===== src/hdl/sq_pkg.sv =====
// Shared types and constants for the sleep queue block.
package sq_pkg;

  // Field widths of the transaction payloads.
  localparam int unsigned HANDLE_BITS = 8;
  localparam int unsigned TICK_BITS   = 16;
  localparam int unsigned COUNT_BITS  = 5;

  // A countdown of all ones means the entry waits forever.
  localparam logic [TICK_BITS-1:0] FOREVER = '1;

  // Command codes.
  typedef enum logic [1:0] {
    CMD_ENQ  = 2'd0,
    CMD_DEQ  = 2'd1,
    CMD_REM  = 2'd2,
    CMD_TICK = 2'd3
  } cmd_t;

  // Result status codes.
  typedef enum logic [2:0] {
    ST_ENQUEUED = 3'd0,
    ST_DEQUEUED = 3'd1,
    ST_EMPTY    = 3'd2,
    ST_REMOVED  = 3'd3,
    ST_NOTFOUND = 3'd4,
    ST_FULL     = 3'd5,
    ST_WOKEN    = 3'd6,
    ST_TICKDONE = 3'd7
  } status_t;

  // Input transaction.
  typedef struct packed {
    cmd_t                        cmd;
    logic [HANDLE_BITS-1:0]      task_handle;
    logic signed [TICK_BITS-1:0] sleep_ticks;
  } in_item_t;

  // Result transaction.
  typedef struct packed {
    status_t                status;
    logic [HANDLE_BITS-1:0] out_handle;
    logic [COUNT_BITS-1:0]  woken_count;
    logic                   last;
  } out_item_t;

  // Commands from the controller to the datapath.
  typedef struct packed {
    logic enq;     // write a new entry at the tail
    logic init;    // latch the command and clear the walk counters
    logic issue;   // read the next entry of the walk
    logic finish;  // commit the new count and send the closing result
  } dp_cmd_t;

  // Status from the datapath to the controller.
  typedef struct packed {
    logic empty;    // no valid entries
    logic rd_last;  // the read being issued is the last valid entry
  } dp_sts_t;

endpackage


===== src/hdl/sq_ctrl.sv =====
// Controller state machine that sequences the queue walk.
module sq_ctrl
  import sq_pkg::*;
(
  input  logic    clk,
  input  logic    rst_n,
  input  logic    start,
  input  cmd_t    in_cmd,
  input  dp_sts_t sts_i,
  output dp_cmd_t cmd_o,
  output logic    busy
);

  typedef enum logic [1:0] {
    S_IDLE,
    S_SCAN,
    S_DRAIN,
    S_FINISH
  } state_t;

  state_t state_r, state_nxt;
  logic   busy_r;
  logic   accept;

  assign accept = start && !busy_r;
  assign busy   = busy_r;

  // Commands to the datapath follow the current state.
  always_comb begin
    cmd_o.enq    = accept && (state_r == S_IDLE) && (in_cmd == CMD_ENQ);
    cmd_o.init   = accept && (state_r == S_IDLE) && (in_cmd != CMD_ENQ);
    cmd_o.issue  = (state_r == S_SCAN);
    cmd_o.finish = (state_r == S_FINISH);
  end

  // Next state: an empty queue skips the walk entirely.
  always_comb begin
    state_nxt = state_r;
    unique case (state_r)
      S_IDLE: begin
        if (cmd_o.init) begin
          state_nxt = sts_i.empty ? S_FINISH : S_SCAN;
        end
      end
      S_SCAN: begin
        if (sts_i.rd_last) begin
          state_nxt = S_DRAIN;
        end
      end
      S_DRAIN:  state_nxt = S_FINISH;
      S_FINISH: state_nxt = S_IDLE;
      default:  state_nxt = S_IDLE;
    endcase
  end

  // State and the registered busy flag.
  always_ff @(posedge clk) begin
    if (!rst_n) begin
      state_r <= S_IDLE;
      busy_r  <= 1'b0;
    end else begin
      state_r <= state_nxt;
      busy_r  <= (state_nxt != S_IDLE);
    end
  end

  // A walk always closes and hands control back the cycle after.
  a_finish_to_idle: assert property (@(posedge clk) disable iff (!rst_n)
    state_r == S_FINISH |=> state_r == S_IDLE && !busy_r)
    else $error("walk did not return to idle after finishing");

  // An enqueue completes at acceptance and leaves the block free.
  a_enq_not_busy: assert property (@(posedge clk) disable iff (!rst_n)
    cmd_o.enq |=> !busy_r)
    else $error("enqueue left the block busy");

  // Any walking command holds the block busy on the next cycle.
  a_walk_busy: assert property (@(posedge clk) disable iff (!rst_n)
    cmd_o.init |=> busy_r && (state_r == S_SCAN || state_r == S_FINISH))
    else $error("walking command did not start a walk");

  // Issuing the last read always leads to the drain state.
  a_scan_drain: assert property (@(posedge clk) disable iff (!rst_n)
    state_r == S_SCAN && sts_i.rd_last |=> state_r == S_DRAIN)
    else $error("scan did not drain after the last read");

endmodule


===== src/hdl/sq_dp.sv =====
// Datapath: queue memory, walk counters and the registered result stage.
module sq_dp
  import sq_pkg::*;
#(
  parameter int unsigned QUEUE_DEPTH  = 16,
  parameter int unsigned HANDLE_WIDTH = 8
) (
  input  logic      clk,
  input  logic      rst_n,
  input  in_item_t  in_item,
  input  dp_cmd_t   cmd_i,
  output dp_sts_t   sts_o,
  output logic      out_valid,
  output out_item_t out_item
);

  localparam int unsigned IW = $clog2(QUEUE_DEPTH);
  localparam int unsigned CW = $clog2(QUEUE_DEPTH + 1);
  localparam int unsigned HW = (HANDLE_WIDTH < HANDLE_BITS) ? HANDLE_WIDTH : HANDLE_BITS;
  localparam int unsigned EW = HW + TICK_BITS;

  // Queue storage: handle in the upper bits, countdown in the lower bits.
  logic [EW-1:0] mem [QUEUE_DEPTH];

  logic [CW-1:0]        count_r;
  logic [IW-1:0]        rd_idx_r;
  logic                 rd_vld_r;
  logic [EW-1:0]        rd_data_r;
  logic [CW-1:0]        wr_idx_r;
  cmd_t                 op_r;
  logic [HW-1:0]        key_r;
  logic                 dropped_r;
  logic [HW-1:0]        saved_r;
  logic [CW-1:0]        woken_r;
  logic                 out_vld_r, out_vld_nxt;
  out_item_t            out_r, out_nxt;

  logic [HW-1:0]        in_key;
  logic [HW-1:0]        rd_h;
  logic [TICK_BITS-1:0] rd_c;
  logic [TICK_BITS-1:0] new_c;
  logic                 drop;
  logic                 full;
  logic                 mem_we;
  logic [IW-1:0]        mem_wa;
  logic [EW-1:0]        mem_wd;

  assign in_key = in_item.task_handle[HW-1:0];
  assign rd_h   = rd_data_r[EW-1:TICK_BITS];
  assign rd_c   = rd_data_r[TICK_BITS-1:0];
  assign full   = (count_r >= CW'(QUEUE_DEPTH));

  // Status back to the controller.
  assign sts_o.empty   = (count_r == '0);
  assign sts_o.rd_last = (CW'(rd_idx_r) == count_r - CW'(1));

  // Decide for the entry under inspection whether it leaves the queue.
  always_comb begin
    new_c = rd_c;
    drop  = 1'b0;
    unique case (op_r)
      CMD_DEQ: drop = !dropped_r;
      CMD_REM: drop = !dropped_r && (rd_h == key_r);
      CMD_TICK: begin
        if (rd_c != FOREVER) begin
          new_c = rd_c - TICK_BITS'(1);
        end
        drop = (rd_c == TICK_BITS'(1));
      end
      default: drop = 1'b0;
    endcase
  end

  // Single write port: tail append, or compaction of a kept entry.
  always_comb begin
    mem_we = 1'b0;
    mem_wa = count_r[IW-1:0];
    mem_wd = {in_key, in_item.sleep_ticks};
    priority if (cmd_i.enq && !full) begin
      mem_we = 1'b1;
    end else if (rd_vld_r && !drop) begin
      mem_we = 1'b1;
      mem_wa = wr_idx_r[IW-1:0];
      mem_wd = {rd_h, new_c};
    end
  end

  // Memory with registered read; the read always runs ahead of the write.
  always_ff @(posedge clk) begin
    if (mem_we) begin
      mem[mem_wa] <= mem_wd;
    end
    rd_data_r <= mem[rd_idx_r];
  end

  // Result for the cycle: enqueue answer, wake report or closing result.
  always_comb begin
    out_vld_nxt = 1'b0;
    out_nxt     = '{status: ST_ENQUEUED, out_handle: '0, woken_count: '0, last: 1'b1};
    if (cmd_i.enq) begin
      out_vld_nxt    = 1'b1;
      out_nxt.status = full ? ST_FULL : ST_ENQUEUED;
    end else if (rd_vld_r && drop && (op_r == CMD_TICK)) begin
      out_vld_nxt        = 1'b1;
      out_nxt.status     = ST_WOKEN;
      out_nxt.out_handle = HANDLE_BITS'(rd_h);
      out_nxt.last       = 1'b0;
    end else if (cmd_i.finish) begin
      out_vld_nxt = 1'b1;
      unique case (op_r)
        CMD_DEQ: begin
          out_nxt.status     = dropped_r ? ST_DEQUEUED : ST_EMPTY;
          out_nxt.out_handle = dropped_r ? HANDLE_BITS'(saved_r) : '0;
        end
        CMD_REM: out_nxt.status = dropped_r ? ST_REMOVED : ST_NOTFOUND;
        CMD_TICK: begin
          out_nxt.status      = ST_TICKDONE;
          out_nxt.woken_count = COUNT_BITS'(woken_r);
        end
        default: out_nxt.status = ST_ENQUEUED;
      endcase
    end
  end

  // Walk control and queue bookkeeping.
  always_ff @(posedge clk) begin
    if (!rst_n) begin
      count_r   <= '0;
      rd_idx_r  <= '0;
      rd_vld_r  <= 1'b0;
      wr_idx_r  <= '0;
      op_r      <= CMD_ENQ;
      dropped_r <= 1'b0;
      woken_r   <= '0;
      out_vld_r <= 1'b0;
    end else begin
      out_vld_r <= out_vld_nxt;
      rd_vld_r  <= cmd_i.issue;
      if (cmd_i.enq && !full) begin
        count_r <= count_r + CW'(1);
      end
      if (cmd_i.init) begin
        op_r      <= in_item.cmd;
        rd_idx_r  <= '0;
        wr_idx_r  <= '0;
        dropped_r <= 1'b0;
        woken_r   <= '0;
      end
      if (cmd_i.issue) begin
        rd_idx_r <= rd_idx_r + IW'(1);
      end
      if (rd_vld_r) begin
        if (drop) begin
          dropped_r <= 1'b1;
          if (op_r == CMD_TICK) begin
            woken_r <= woken_r + CW'(1);
          end
        end else begin
          wr_idx_r <= wr_idx_r + CW'(1);
        end
      end
      if (cmd_i.finish) begin
        count_r <= wr_idx_r;
      end
    end
  end

  // Payload registers without reset.
  always_ff @(posedge clk) begin
    out_r <= out_nxt;
    if (cmd_i.init) begin
      key_r <= in_key;
    end
    if (rd_vld_r && drop && !dropped_r) begin
      saved_r <= rd_h;
    end
  end

  assign out_valid = out_vld_r;
  assign out_item  = out_r;

  // The entry count never passes the queue depth.
  a_count_range: assert property (@(posedge clk) disable iff (!rst_n)
    count_r <= CW'(QUEUE_DEPTH))
    else $error("entry count beyond queue depth");

  // Compaction never writes past the entries already inspected.
  a_wr_behind: assert property (@(posedge clk) disable iff (!rst_n)
    rd_vld_r |-> wr_idx_r < count_r)
    else $error("compaction write index overran the queue");

  // No entry is still being inspected when the walk closes.
  a_no_late_entry: assert property (@(posedge clk) disable iff (!rst_n)
    cmd_i.finish |-> !rd_vld_r && !cmd_i.issue)
    else $error("walk closed with an entry still in flight");

  // A wake report is never the final result of its command.
  a_woken_not_last: assert property (@(posedge clk) disable iff (!rst_n)
    out_vld_r && out_r.status == ST_WOKEN |-> !out_r.last)
    else $error("wake report marked as final result");

endmodule


===== src/hdl/sleep_queue_with_tick_wakeup.sv =====
// Top level of the sleep queue: controller and datapath.
// Enqueue: result the cycle after acceptance; busy stays low, so one enqueue per cycle while no walk runs.
// Dequeue, remove and tick walk the queue memory one entry per cycle through its single
// read port: busy through the scan, drain and finish states (only finish on an empty queue).
// Wake reports leave during the walk; the closing result appears as busy falls.
// Synchronous active-low reset empties the queue; memory contents are not cleared.
module sleep_queue_with_tick_wakeup
  import sq_pkg::*;
#(
  parameter int unsigned QUEUE_DEPTH  = 16,
  parameter int unsigned HANDLE_WIDTH = 8
) (
  input  logic      clk,
  input  logic      rst_n,
  input  logic      start,
  output logic      busy,
  input  in_item_t  in_item,
  output logic      out_valid,
  output out_item_t out_item
);

  dp_cmd_t dp_cmd;
  dp_sts_t dp_sts;

  // Sequencer.
  sq_ctrl u_ctrl (
    .clk    (clk),
    .rst_n  (rst_n),
    .start  (start),
    .in_cmd (in_item.cmd),
    .sts_i  (dp_sts),
    .cmd_o  (dp_cmd),
    .busy   (busy)
  );

  // Storage and result generation.
  sq_dp #(
    .QUEUE_DEPTH  (QUEUE_DEPTH),
    .HANDLE_WIDTH (HANDLE_WIDTH)
  ) u_dp (
    .clk       (clk),
    .rst_n     (rst_n),
    .in_item   (in_item),
    .cmd_i     (dp_cmd),
    .sts_o     (dp_sts),
    .out_valid (out_valid),
    .out_item  (out_item)
  );

endmodule

===== config.mk =====
export PLATFORM = sky130hd
export DESIGN_NAME = sleep_queue_with_tick_wakeup
export DESIGN_NICKNAME = d
export VERILOG_FILES = /design/src/hdl/sq_pkg.sv /design/src/hdl/sq_ctrl.sv /design/src/hdl/sq_dp.sv /design/src/hdl/sleep_queue_with_tick_wakeup.sv
export SDC_FILE = /design/constraint.sdc
export NUM_CORES = 1
export LEC_CHECK = 0
export BUFFER_PORTS_ARGS = -buffer_cell sky130_fd_sc_hd__buf_2
export CAP_MARGIN = 20
export CORE_MARGIN = 4
export CORE_UTILIZATION = 33
export DETAILED_ROUTE_END_ITERATION = 8
export PLACE_DENSITY_LB_ADDON = 0.12
export SLEW_MARGIN = 5
export SYNTH_ARGS = -nofsm -noshare
export SYNTH_HDL_FRONTEND = slang
export SYNTH_HIERARCHICAL = 1
export SYNTH_SLANG_ARGS = --single-unit

===== constraint.sdc =====
create_clock -name clk -period 5.6 [get_ports clk]
set_input_delay 0.84 -clock clk [delete_from_list [all_inputs] [get_ports clk]]
set_output_delay 0.84 -clock clk [all_outputs]
set_load 0.005 [all_outputs]

# After elaboration in Yosys (flattened, before gate mapping)
# Memory sizes are Yosys's and may differ from the RTL's. A register that Yosys moved wholly into a read port is not among the register bits.
# Cells that the tools add are included.
# Widths: inputs -> output; s select.
[op_classes] addsub=6 n_lt_le_gt_ge=1 n_eq_ne=10 muxes=43 bitwise_logic=2 n_reduce_logical=22
[op_table] cell="$mux 5" n=10
[op_table] cell="$mux 16" n=3
[op_table] cell="$mux 24" n=2
[op_table] cell="$eq 16x1->1 const B" n=1
[op_table] cell="$mux 4" n=4
[op_table] cell="$mux 8" n=2
[op_table] cell="$ne 16x16->1 const B" n=1
[op_table] cell="$sub 16x1->16 const B" n=1
[op_table] cell="$add 5x1->5 const B" n=3
[op_table] cell="$mux 1" n=11
[op_table] cell="$mux 11" n=1
[op_table] cell="$logic_and 1x1->1" n=10
[op_table] cell="$mux 3" n=3
[op_table] cell="$pmux 3 s3" n=1
[op_table] cell="$eq 2x2->1 const B" n=4
[op_table] cell="$eq 8x8->1" n=1
[op_table] cell="$mux 2" n=4
[op_table] cell="$pmux 2 s4" n=1
[op_table] cell="$reduce_bool 2->1" n=4
[op_table] cell="$eq 4x5->1" n=1
[op_table] cell="$ge 5x5->1 const B" n=1
[op_table] cell="$logic_not 5->1" n=1
[op_table] cell="$sub 5x1->5 const B" n=1
[op_table] cell="$add 4x1->4 const B" n=1
[op_table] cell="6 further kinds" n=12
[word_totals] reg_bits=60 ramBits=384 inputBits=29 elab_cells=101 memories=1
[memory_table] name="u_dp.mem" words=16 word_bits=24 read_ports=1 rd_clocked_by_memory_dff=1 write_ports=1 line_no="sq_dp.sv:23" source="logic [EW-1:0] mem [QUEUE_DEPTH];"

# Depth between registers and ports, before layout
[depth] depth_word=9 ltp_mapped=9

# Cells and area by module
# The synthesis kept the hierarchy.
[by_module_without_submodules] module="sq_dp" n_inst=1 cells_per_inst=934 area_each_um2=18207.5 seq_area_each_um2=13312.8
[by_module_without_submodules] module="sq_ctrl" n_inst=1 cells_per_inst=16 area_each_um2=158.9 seq_area_each_um2=60.1

# Worst setup path before layout
# Ideal clock, no wire load.
[synth_path] path_kind="input -> register" startpoint="in start" endpoint="mem u_dp/mem[13][0] in the netlist's numbering (enable)" arrival_time_ns=4.581 required_time_ns=5.158 path_slack_ns=0.576 stages=8 n_path_buf=2 path_cell_list="or4b_4 > nor3_1 > nor2b_1 > clkbuf_1 > and3_1 > clkbuf_1 > a21oi_1 > o31ai_1"
[synth_rtl] item="start: declaration" line_no="sleep_queue_with_tick_wakeup.sv:15" source="input logic start,"
[synth_rtl] item="end: declaration" line_no="sq_dp.sv:23"

# Worst setup path in the final report
[layout_path] startpoint="reg u_dp.rd_data_r[5], read port of u_dp.mem" endpoint="mem u_dp/mem[8][8] in the netlist's numbering (data pin)"
[layout_via] elab_chain_cells=6 word_cells_on_any_way=10
[layout_lines] item="start: declaration" line_no="sq_dp.sv:28" source="logic [EW-1:0] rd_data_r;"
[layout_lines] item="branches (longest 4 deep; another with $sub 16x1->16)"
[layout_lines] item="$mux 24 *" line_no="sq_dp.sv:81" source="end else if (rd_vld_r && !drop) begin"
[layout_lines] item="$mux 24 *" line_no="sq_dp.sv:79" source="priority if (cmd_i.enq && !full) begin"
[layout_lines] item="net u_dp.mem_wd[8]" line_no="sq_dp.sv:46" source="logic [EW-1:0] mem_wd;"
# Mark *: on every way through the listed nets, which the timed path passes.

==> results.json <==
{
  "hold_viol_final": 0,
  "path_max_fanout": 22,
  "worstMarginPinSlew_ns": 1.06,
  "grt-ovfl-total": 0,
  "yosysTopAreaCellShare_pct": 65.4,
  "cp_data_required_time_ns": 5.87,
  "grtUsageTotal_pct": 15.3,
  "fin_crit_ns": 4.00,
  "route.vias.total": 9259,
  "ir_drop_uv": 234,
  "p_per_area_nw_per_um2": 381,
  "slew_headroom_pct": 28.9,
  "grt_pass1_vias": 9465,
  "cp-start-kind": "flip-flop",
  "synthCells": 950,
  "yosys_warnings": 6,
  "min-delay-start": "in_item[23]",
  "finalWirelength_um": 45400,
  "cts_tree": "built",
  "vias_per_cell": 5.10,
  "fmax_mhz": 250,
  "use_met3_pct": 2.66,
  "cts_setup_buffers": 0,
  "die_height_um": 244,
  "grt_max_degree": 46,
  "fin_tns_setup_ns": 0,
  "synth-seq-area-share_pct": 72.8,
  "final.period_utilization_pct": 71.5,
  "reg2reg_from": "u_dp/rd_data_r[5]",
  "hold_class": "in -> reg",
  "yosysUniqueCellTypes": 55,
  "total_power_mw": 8.16,
  "fp.dieArea_um2": 59500,
  "netlist_top_cells_count": "edfxtp_1 (400), mux4_2 (120), dfxtp_1 (68)",
  "synth.most_common_cell": "edfxtp_1",
  "crit_path_end_kind": "flip-flop",
  "wire_per_inst_um": 25.0,
  "dr.first_iter.drc_count": 803,
  "rsz0062_at_grt": "false",
  "io_buffers": 47,
  "drc": 0,
  "cts_made_buffers": 52,
  "fp.dieW_um": 244,
  "ys_ff_latch": 468,
  "synth_top_area_cell": "edfxtp_1",
  "fin_skew_ns": 0.0377,
  "cp-startpoint": "u_dp/rd_data_r[5]",
  "synth-edff-count": 400,
  "ios": 48,
  "met2_usage_pct": 23.5,
  "clk_pin_slew_ns": 0.06,
  "synthArstFlopShare_pct": 0,
  "setup_violations": 0,
  "rows": 86,
  "grt_pass1_wl_um": 66900,
  "leakage_nw": 6.61,
  "postRouteAntennaNets": 0,
  "top_usage_layer": "met2",
  "cts_resized": 0,
  "synthTopCellsByArea": "edfxtp_1 (65%), mux4_2 (15%), dfxtp_1 (7.4%), mux2_2 (1.5%), xor2_1 (0.86%)",
  "crit_arrival_ns": 4.27,
  "cts_max_level": 2,
  "cts_sinks": 468,
  "syn_area_um2": 18400,
  "start_util_pct": 33.3,
  "dr.pass1.iters": 5,
  "syn_to_final_growth_pct": 16.6,
  "drv_cap": 0,
  "drive_gt1_share_pct": 29.0,
  "clockBufferDepth": 3,
  "critPathKind": "reg -> reg",
  "dp_hpwl_um": 29200,
  "placeableCoreArea_um2": 55100,
  "gp_congestion": 0.803,
  "postCtsHoldBufs": 0,
  "slew_viol_final": 0,
  "antenna_found_initial": 2,
  "grt_use_met1_pct": 22.8,
  "status": "completed",
  "syn_avg_cell_area_um2": 19.3,
  "root_buffer": "clkbuf_16",
  "antennaDiodeCount": 0,
  "syn-num-nets": 987,
  "synthFlopType": "edfxtp_1",
  "nets": 1062,
  "clock_latency_ns": 0.60
}
==> cells by family (layout without fill, tap and decap cells) <==
logic type,after synthesis,count (layout),synth area share (%)
muxes,149,149,16.5
and+or+nand+nor,159,159,4.61
adders and majority gates,8,8,0.545
xor gates and xnor gates,28,28,1.34
DFF,468,468,72.8
buffers and inverters,60,178,1.30
AOI/OAI and AO/OA,78,78,2.94
==> worst max-delay path, stage by stage (launching register included) <==
cell and delay, ns:
dfxtp_1 0.36, or4_1 0.66, nor4_1 0.69, a21boi_0 0.44, nand3_2 0.43, buf_4 0.51
mux2_2 0.55
==> per-layer routing <==
layer | vias to the layer above | share of wire (%)
met2 | 253 | 46
met5 | - | 0
met4 | 0 | 1.7
met1 | 4896 | 48
li1 | 4053 | -
met3 | 57 | 4.8
==> final timing paths <==
kind                                         end  slack, ns  depth (start not counted)
worst min-delay path               u_dp/key_r[7]       0.44                          1
worst max-delay path              u_dp/mem[8][8]       1.60                          6
worst max register to register    u_dp/mem[8][8]       1.60                          6
worst min register to register  u_dp/out_item[6]       0.45                          1
==> state kept, by name, summed over array words and instances, names as in the netlist, 2 cells and up <==
signal / cells
u_dp/count_r: 5
u_dp/out_item: 17
u_dp/key_r: 8
u_ctrl/state_r: 2
u_dp/wr_idx_r: 5
u_dp/rd_idx_r: 4
u_dp/rd_data_r: 24
u_dp/woken_r: 5
u_dp/op_r: 2
u_dp/saved_r: 8
u_dp/mem: 384
==> stage by stage <==
| stage | instance area, um2 | util, % | instances | worst slack, ns | hold WS, ns |
|---|---|---|---|---|---|
| 2_1_floorplan | 18400 | - | 950 | 0.576 | 0.432 |
| 3_3_place_gp | 19800 | 35.9 | 1717 | 1.41 | 0.451 |
| 3_5_place_dp | 19800 | 35.9 | 1717 | 1.36 | 0.452 |
| 4_1_cts | 21400 | 38.8 | 1814 | 1.56 | 0.402 |
| 5_1_grt | 21400 | 38.9 | 1816 | 1.40 | 0.420 |
| 6_report | 21400 | 38.9 | 1816 | 1.60 | 0.444 |
==> report_power, final <==
group / switching, mW / internal, mW
combinational: 0.497 / 0.380
sequential: 0.140 / 3.96
clock: 1.37 / 1.80
==> final cells by class <==
class                   instances  area (um2)
well taps                     748         936
clock inverters                26         195
clock buffers                  71        1400
repair buffers                 68         448
inverters                      13        48.8
fillers                      5019       33700
flip-flops and latches        468       13400
multi-input cells             422        5000
==> placed cells by master (no fill, tap or decap), types with 7 or more instances in the layout <==
| cell type | count |
|---|---|
| a22o_1 | 9 |
| nor2_1 | 29 |
| mux2_2 | 25 |
| inv_1 | 12 |
| clkbuf_16 | 52 |
| xnor2_1 | 10 |
| mux4_2 | 120 |
| clkinv_1 | 14 |
| nand3_1 | 20 |
| dfxtp_1 | 64 |
| nor3_1 | 14 |
| nand2_1 | 34 |
| nor4_1 | 9 |
| a21oi_1 | 19 |
| buf_4 | 16 |
| o32ai_4 | 7 |
| xor2_1 | 18 |
| edfxtp_1 | 400 |
| buf_2 | 47 |
| ha_1 | 8 |
| clkbuf_1 | 16 |
Note: power is estimated with default switching activity, not from simulation.
